==> src/rtl/npc_pkg.sv <==
package npc_pkg;

   // Command codes of an input item.
   localparam logic CMD_LOAD = 1'b0;
   localparam logic CMD_MAP  = 1'b1;

   // Distance reported when no palette entry is searched.
   localparam logic [17:0] DIST_ALL_ONES = 18'h3FFFF;

   // Reset value of the palette size register.
   localparam logic [8:0] PALETTE_SIZE_RESET = 9'd256;

   typedef struct packed {
      logic       command;
      logic [7:0] entry_index;
      logic [7:0] red;
      logic [7:0] green;
      logic [7:0] blue;
   } req_type;

   typedef struct packed {
      logic [7:0]  color_index;
      logic [17:0] min_distance;
   } rsp_type;

   // An item as it travels down the chain of search cells.
   typedef struct packed {
      req_type     req;
      logic        found;
      logic [7:0]  best_index;
      logic [17:0] best_distance;
   } stage_type;

endpackage

==> src/rtl/npc_cell.sv <==
module npc_cell
   import npc_pkg::*;
#(
   parameter int unsigned CELL_INDEX = 0
) (
   input  logic      clock,
   input  logic      reset,
   input  logic      advance,
   input  logic [8:0] palette_size,
   input  logic      in_valid,
   input  stage_type in_item,
   output logic      out_valid,
   output stage_type out_item
);

   logic [23:0] entry_ff;
   logic [23:0] entry_in;
   logic        a_valid_ff;
   stage_type   a_item_ff;
   logic [17:0] a_dist_ff;
   logic [17:0] a_dist_in;
   logic        b_valid_ff;
   stage_type   b_item_ff;
   stage_type   b_item_in;
   logic [7:0]  diff_r;
   logic [7:0]  diff_g;
   logic [7:0]  diff_b;
   logic        take;

   // A load item writes this cell's entry as it passes, so items keep their order.
   always_comb begin
      entry_in = entry_ff;
      if (advance && in_valid && in_item.req.command == CMD_LOAD
            && in_item.req.entry_index == 8'(CELL_INDEX)) begin
         entry_in = {in_item.req.red, in_item.req.green, in_item.req.blue};
      end
   end

   // First half: squared distance between the pixel and this entry.
   always_comb begin
      diff_r = (in_item.req.red > entry_ff[23:16]) ? in_item.req.red - entry_ff[23:16]
                                                   : entry_ff[23:16] - in_item.req.red;
      diff_g = (in_item.req.green > entry_ff[15:8]) ? in_item.req.green - entry_ff[15:8]
                                                    : entry_ff[15:8] - in_item.req.green;
      diff_b = (in_item.req.blue > entry_ff[7:0]) ? in_item.req.blue - entry_ff[7:0]
                                                  : entry_ff[7:0] - in_item.req.blue;
      a_dist_in = 18'(16'(diff_r * diff_r)) + 18'(16'(diff_g * diff_g))
                + 18'(16'(diff_b * diff_b));
   end

   // Second half: keep the better of the running best and this entry.
   always_comb begin
      take = a_item_ff.req.command == CMD_MAP && 9'(CELL_INDEX) < palette_size
             && (!a_item_ff.found || a_dist_ff < a_item_ff.best_distance);
      b_item_in = a_item_ff;
      if (take) begin
         b_item_in.found         = 1'b1;
         b_item_in.best_index    = 8'(CELL_INDEX);
         b_item_in.best_distance = a_dist_ff;
      end
   end

   always_ff @(posedge clock) begin
      entry_ff <= entry_in;
      if (reset) begin
         a_valid_ff <= 1'b0;
         b_valid_ff <= 1'b0;
      end else if (advance) begin
         a_valid_ff <= in_valid;
         b_valid_ff <= a_valid_ff;
      end
      if (advance) begin
         a_item_ff <= in_item;
         a_dist_ff <= a_dist_in;
         b_item_ff <= b_item_in;
      end
   end

   assign out_valid = b_valid_ff;
   assign out_item  = b_item_ff;

endmodule

==> config.mk <==
export PLATFORM = sky130hd
export DESIGN_NAME = npc_cell
export DESIGN_NICKNAME = d
export VERILOG_FILES = /design/src/rtl/npc_pkg.sv /design/src/rtl/npc_cell.sv
export SDC_FILE = /design/constraint.sdc
export NUM_CORES = 1
export LEC_CHECK = 0
export BUFFER_PORTS_ARGS = -buffer_cell sky130_fd_sc_hd__buf_2
export CAP_MARGIN = 20
export CORE_MARGIN = 4
export CORE_UTILIZATION = 39
export CTS_CLUSTER_SIZE = 24
export DETAILED_ROUTE_END_ITERATION = 16
export GPL_TIMING_DRIVEN = 0
export MAX_ROUTING_LAYER = met4
export PLACE_DENSITY = 0.6
export SLEW_MARGIN = 20
export SYNTH_ARGS = -nofsm -noshare
export SYNTH_HDL_FRONTEND = slang
export SYNTH_SLANG_ARGS = --single-unit
==> constraint.sdc <==
create_clock -name clock -period 9.6 [get_ports clock]
set_input_delay 0.96 -clock clock [delete_from_list [all_inputs] [get_ports clock]]
set_output_delay 0.96 -clock clock [all_outputs]
set_load 0.01 [all_outputs]
==> qor.yml, run 1 <==
status:
  outcome: "finished, final reports clean"
global_route:
  grt_pass1_vias: 9622
  grt_max_degree: 100
  grt_use_met2_pct: 27.7
  grt_use_met3_pct: 3.18
  antenna_found_initial: 0
  grt-busiest-layer: "met2"
  grtUsageTotal_pct: 16.1
  grt_pass1_wl_mm: 48.3
  grt.overflow.total: 0
  use_met1_pct: 19.2
worst_hold_path:
  hp-class: "reg -> reg"
  hold_depth: 0
setup_path:
  critical_path_depth: 29
  crit_buf_inv: 6
  cp.arrival_ns: 9.34
  cp.required_ns: 9.78
  endpoint_kind: "flip-flop"
  crit_path_start_kind: "input port"
  cp_common_cell: "fa_1"
  crit_family: "adder cells"
  cp_max_fo: 7
  slowest_stage: "xnor2_1"
  reg2regPathDepth: 27
  crit_type: "in -> reg"
  max_stage_delay_ns: 0.74
cts:
  cts_made_buffers: 17
  cts.sinks: 164
  cts_max_level: 4
  cts_tree: "built"
  path_clk_slew_ns: 0.06
  clock_path_buffers: 2
  insertion_delay_ns: 0.46
  clock-root-buffer: "clkbuf_16"
  post_cts_buffers: 0
synth:
  synth_area_per_cell_um2: 11.2
  netlist_top_cells_count: "inv_1, edfxtp_1, ha_1"
  yosysMostFrequentCell: "inv_1"
  yosysWarnings: 0
  ys_async_sr_fraction_pct: 0
  synth.top_cell.area_share_pct: 35.3
  synth_seq_area_share_pct: 35.5
  syn_inst: 1232
  syn_area_um2: 13800
  synth_flop_cell: "edfxtp_1"
  synth_nets: 1585
  synthDistinctLibCells: 70
  synth_area_leader_cell: "edfxtp_1"
  synth_edf_count: 162
  yosys-top-cells-area: "edfxtp_1, fa_1, ha_1"
  ys_ff_latch: 164
floorplan:
  die_w_um: 196
  core_um2: 34700
  dieHeight_um: 196
  rows: 68
  start_util_pct: 39.7
  dieArea_um2: 38500
  ioPinCount: 134
drt:
  drt_wl_total_mm: 28.9
  final_antenna_net_count: 0
  via_per_inst: 4.87
  drtIter0Drc: 437
  vias: 9037
  wl_per_cell_um: 15.6
  dr.pass1.iters: 5
  drc: 0
final_layout:
  fillers: 3279
  num_antenna_cells: 0
  seq_area_um2: 4900
  areaGrowthSynthToFinish_pct: 13.4
  final_nets: 1743
  layout-drive-gt1-share_pct: 16.6
  multi_input_area_um2: 7670
placed_design:
  hpwlAfterDp_mm: 23.3
  gp_congestion: 0.860
  pre_cts_ws_ns: -0.0835
  portBuffers: 133
timing:
  rsz0062_at_grt: "no"
  slew_headroom_pct: 37.1
  tightest_slew_ns: 0.936
  final_hold_viol_count: 0
  holdWs_ns: 0.416
  maxSlewViolCount: 0
  min_period_over_period_pct: 95.4
  skew_ns: 0.0213
  setup_viol: 0
  setup_slack_ns: 0.441
  period_minus_slack_ns: 9.16
  fmax_ghz: 0.109
flow_run:
  maxCapViolCount: 0
[worst reg2reg max path, stage by stage, from the launching register on]
cell and delay, ns:
edfxtp_1 0.37, ha_1 0.18, inv_1 0.06, fa_1 0.38, a21oi_1 0.33, o211ai_2 0.16, a21oi_1 0.27, o22ai_2 0.15
xnor2_1 0.74, nand2_1 0.27, fa_1 0.56, fa_1 0.53, fa_1 0.51, inv_1 0.05, fa_1 0.47, fa_1 0.55
inv_1 0.05, fa_1 0.50, fa_1 0.54, inv_1 0.04, ha_1 0.33, o21a_1 0.20, o31a_1 0.12, or3_1 0.35
a21oi_1 0.20, o211ai_1 0.20, a221oi_1 0.35, xnor2_1 0.13
[layout make-up]
| cell class | instances | area share, % |
|---|---|---|
| tap | 455 | 3.64 |
| timing repair buffer | 139 | 4.65 |
| sequential | 164 | 31.3 |
| buffer | 33 | 1.10 |
| multi-input combinational | 749 | 49.0 |
| clock buffer | 19 | 2.77 |
| inverter | 286 | 6.86 |
| clock inverter | 12 | 0.631 |
[through the flow]
stage | util (%) | cells | TNS [ns] | area [µm²]
after floorplan | - | 1232 | 0 | 13800
after global placement | 43.3 | 1820 | -0.0511 | 15000
after detailed placement | 43.5 | 1826 | -0.0835 | 15100
after CTS | 45.0 | 1857 | 0 | 15600
after global routing | 45.1 | 1857 | 0 | 15700
final | 45.1 | 1857 | 0 | 15700
[routing by layer]
| layer | up-vias | share of wire (%) |
|---|---|---|
| li1 | 4411 | - |
| met1 | 4407 | 44 |
| met2 | 185 | 50 |
| met3 | 34 | 4.1 |
| met4 | 0 | 2.0 |
| met5 | - | 0 |
[registers in the layout, summed over array words and instances (netlist names)]
name        count
entry_ff       24
out_item       60
a_item_ff      60
a_dist_ff      18
out_valid       1
a_valid_ff      1
[path summary, 6_finish.rpt]
path / end / slack [ns] / from
min reg2reg: out_item[58] / 0.42 / a_item_ff[58]
max: a_dist_ff[17] / 0.44 / in_item[27]
max reg2reg: a_dist_ff[17] / 0.75 / entry_ff[0]
min: out_item[58] / 0.42 / a_item_ff[58]
[timing repair]
item                       in CTS  in global routing
hold buffers                    0                  0
setup endpoints to repair       0                  1
hold endpoints to repair        0                  0
resized for setup               0                  3
[layout by cell type, fill, tap and decap left out, types with 13 or more instances in the layout]
master,instances
ha_1,141
o221a_2,16
nand2_1,53
nand3b_1,19
buf_2,146
nand2b_1,21
clkbuf_1,19
nand4_1,25
mux2i_1,13
xnor2_1,17
edfxtp_1,162
o21ai_0,19
nor2_1,78
o211ai_1,20
a21o_1,20
inv_1,283
fa_1,139
clkbuf_16,17
a21oi_1,34
[cell families after synthesis]
kind of cell    Yosys count  share of synthesized area (%)
xor+xnor                 34                           2.65
fa+ha+maj               280                           33.0
mux                      19                           1.52
buf+inv                 319                           9.03
flops                   164                           35.5
compound gates          161                           8.81
simple gates            255                           9.48
Power of run 1 is left out: the tool's default activity adds up to more than one toggle a clock period on the data nets, which glitch-free logic cannot reach.
==> run 2, diff against run 1 <==
--- a/config.mk
+++ b/config.mk
@@ -5,6 +5,7 @@
 export SDC_FILE = /design/constraint.sdc
 export NUM_CORES = 1
 export LEC_CHECK = 0
+export ABC_AREA = 1
 export BUFFER_PORTS_ARGS = -buffer_cell sky130_fd_sc_hd__buf_2
 export CAP_MARGIN = 20
 export CORE_MARGIN = 4
==> qor.yml, run 2 <==
status:
  outcome: "finished, final reports clean"  # unchanged
cts:
  cts_hold_buf: 0  # unchanged
  cts-resized-gates: 0  # unchanged
  post_cts_buffers: 0  # unchanged
  insertion_delay_ns: 0.45  # was 0.46 ns
  cts_max_level: 4  # unchanged
  cts.sinks: 164  # unchanged
  cts_made_buffers: 17  # unchanged
  clock_path_buffers: 2  # unchanged
  path_clk_slew_ns: 0.07  # was 0.06 ns
  cts_tree: "built"  # unchanged
  clock-root-buffer: "clkbuf_16"  # unchanged
synth:
  ys_ff_latch: 164  # unchanged
  syn_inst: 1424  # was 1,232
  synth_nets: 1777  # was 1,585
  synthDistinctLibCells: 40  # was 70
  yosysMostFrequentCell: "inv_1"  # unchanged
  yosysWarnings: 0  # unchanged
  synth_flop_cell: "edfxtp_1"  # unchanged
  yosys-top-cells-area: "edfxtp_1, fa_1, ha_1"  # unchanged
  ys_async_sr_fraction_pct: 0  # unchanged
  synth_area_leader_cell: "edfxtp_1"  # unchanged
  synth_edf_count: 162  # unchanged
  netlist_top_cells_count: "inv_1, nand2_1, edfxtp_1"  # was inv_1, edfxtp_1, ha_1
  synth.top_cell.area_share_pct: 35.2  # was 35.3%
  syn_area_um2: 13800  # about the same
  synth_seq_area_share_pct: 35.5  # about the same
  synth_area_per_cell_um2: 9.69  # was 11.2 µm²
setup_path:
  crit_type: "in -> reg"  # unchanged
  slowest_stage: "ha_1"  # was xnor2_1
  crit_path_start_kind: "input port"  # unchanged
  max_stage_delay_ns: 0.55  # was 0.74 ns
  cp.arrival_ns: 8.21  # was 9.34 ns
  cp_max_fo: 10  # was 7
  endpoint_kind: "flip-flop"  # unchanged
  cp.required_ns: 9.80  # was 9.78 ns
global_route:
  grtUsageTotal_pct: 15.7  # was 16.1%
  grt.overflow.total: 0  # unchanged
  grt_pass1_wl_mm: 47.3  # was 48.3 mm
  antenna_found_initial: 0  # unchanged
  grt_pass1_vias: 10100  # was 9,622
  grt_max_degree: 96  # was 100
final_layout:
  final_cell_mix: "inv_1, nand2_1, edfxtp_1"  # was inv_1, edfxtp_1, buf_2
  seq_area_um2: 4900  # unchanged
  layout_commonest_cell: "inv_1"  # unchanged
  areaGrowthSynthToFinish_pct: 13.3  # was 13.4%
  num_antenna_cells: 0  # unchanged
  layout-drive-gt1-share_pct: 14.7  # was 16.6%
  multi_input_area_um2: 7480  # was 7670 µm²
  final_nets: 1933  # was 1,743
  fillers: 3374  # was 3,279
drt:
  dr.pass1.iters: 7  # was 5
  wl_per_cell_um: 13.3  # was 15.6 µm
  drtIter0Drc: 424  # was 437
  via_per_inst: 4.62  # was 4.87
  dr_wl_met3_mm: 1.33  # was 1.18 mm
  drc: 0  # unchanged
  final_antenna_net_count: 0  # unchanged
  drt_wl_total_mm: 27.3  # was 28.9 mm
  wl_met2_mm: 13.6  # was 14.5 mm
  vias: 9464  # was 9,037
  wl_met1_mm: 11.9  # was 12.7 mm
  top_layer_used: "met4"  # unchanged
placed_design:
  hpwlAfterDp_mm: 22.3  # was 23.3 mm
  gp_congestion: 0.883  # was 0.860
  portBuffers: 133  # unchanged
timing:
  fmax_ghz: 0.125  # was 0.109 GHz
  final_hold_viol_count: 0  # unchanged
  fin_setup_tns_ns: 0  # unchanged
  period_minus_slack_ns: 8.01  # was 9.16 ns
  min_period_over_period_pct: 83.5  # was 95.4%
  maxSlewViolCount: 0  # unchanged
  tightest_slew_ns: 1.01  # was 0.936 ns
  setup_viol: 0  # unchanged
  slew_headroom_pct: 32.6  # was 37.1%
  skew_ns: 0.00961  # was 0.0213 ns
  rsz0062_at_grt: "no"  # unchanged
floorplan:
  die_w_um: 196  # about the same
  dieArea_um2: 38500  # about the same
  ioPinCount: 134  # unchanged
  rows: 68  # unchanged
  core_um2: 34700  # unchanged
  dieHeight_um: 196  # about the same
  start_util_pct: 39.8  # was 39.7%
flow_run:
  maxCapViolCount: 0  # unchanged
worst_hold_path:
  hp-class: "reg -> reg"  # unchanged
[run 2: cell types whose count changed in the layout (fill, tap and decap cells not counted), sizes merged, moves of 14 or more]
cell / change
a21o: -14
nand4: -15
nand3: +46
nand3b: -19
o211ai: -20
mux2i: -16
nand2b: -21
nand2: +239
nor2: +28
o221a: -16
inv: +66
[run 2: metal layers]
layer  global-route usage, %  vias to the layer above
li1                        -                     4724
met1                    18.8                     4517
met2                    27.1                      188
met3                    2.99                       35
met4                    4.37                        0
met5                       -                        -
[run 2: through the flow]
stage / std cells / hold WS (ns) / utilization, % / setup slack (ns) / cell area (µm²)
2_1_floorplan: 1424 / 0.400 / - / 2.14 / 13800
3_3_place_gp: 2012 / 0.401 / 43.3 / 1.21 / 15000
3_5_place_dp: 2016 / 0.405 / 43.5 / 1.12 / 15100
4_1_cts: 2047 / 0.421 / 45.0 / 1.60 / 15600
5_1_grt: 2047 / 0.432 / 45.0 / 1.13 / 15600
6_report: 2047 / 0.419 / 45.0 / 1.59 / 15600
[run 2: cells by family (layout without fill, tap and decap cells)]
logic type | after synthesis | in the layout | synth area share (%)
and+or+nand+nor | 473 | 473 | 14.6
buffers and inverters | 369 | 537 | 10.3
adders and majority gates | 280 | 280 | 32.9
DFF | 164 | 164 | 35.5
AOI/OAI and AO/OA | 108 | 108 | 4.75
xor gates and xnor gates | 30 | 30 | 1.90
[run 2: final cells by class]
| class | instances | share of cell area, % |
|---|---|---|
| multi-input combinational | 891 | 47.9 |
| sequential | 164 | 31.4 |
| inverter | 352 | 8.48 |
| timing repair buffer | 137 | 4.64 |
| tap | 455 | 3.64 |
| clock buffer | 18 | 2.75 |
| clock inverter | 13 | 0.640 |
| buffer | 17 | 0.624 |
[run 2: final timing paths]
path	slack, ns	end	startpoint	cells after the start
worst max-delay path	1.59	a_dist_ff[15]	in_item[43]	30
worst min-delay path	0.42	out_item[31]	a_item_ff[31]	0
worst max register to register	1.87	a_dist_ff[15]	entry_ff[16]	28
worst min register to register	0.42	out_item[31]	a_item_ff[31]	0
[run 2: critical path: cells and delay by family]
| kind | cells | cell delay [ns] |
|---|---|---|
| buffers and inverters | 10 | 0.80 |
| XOR/XNOR | 1 | 0.15 |
| AO/OA/AOI/OAI | 4 | 0.85 |
| adder cells (fa/ha/maj) | 9 | 4.37 |
| AND/OR/NAND/NOR | 6 | 1.05 |
Power of run 2 is left out for the same reason.
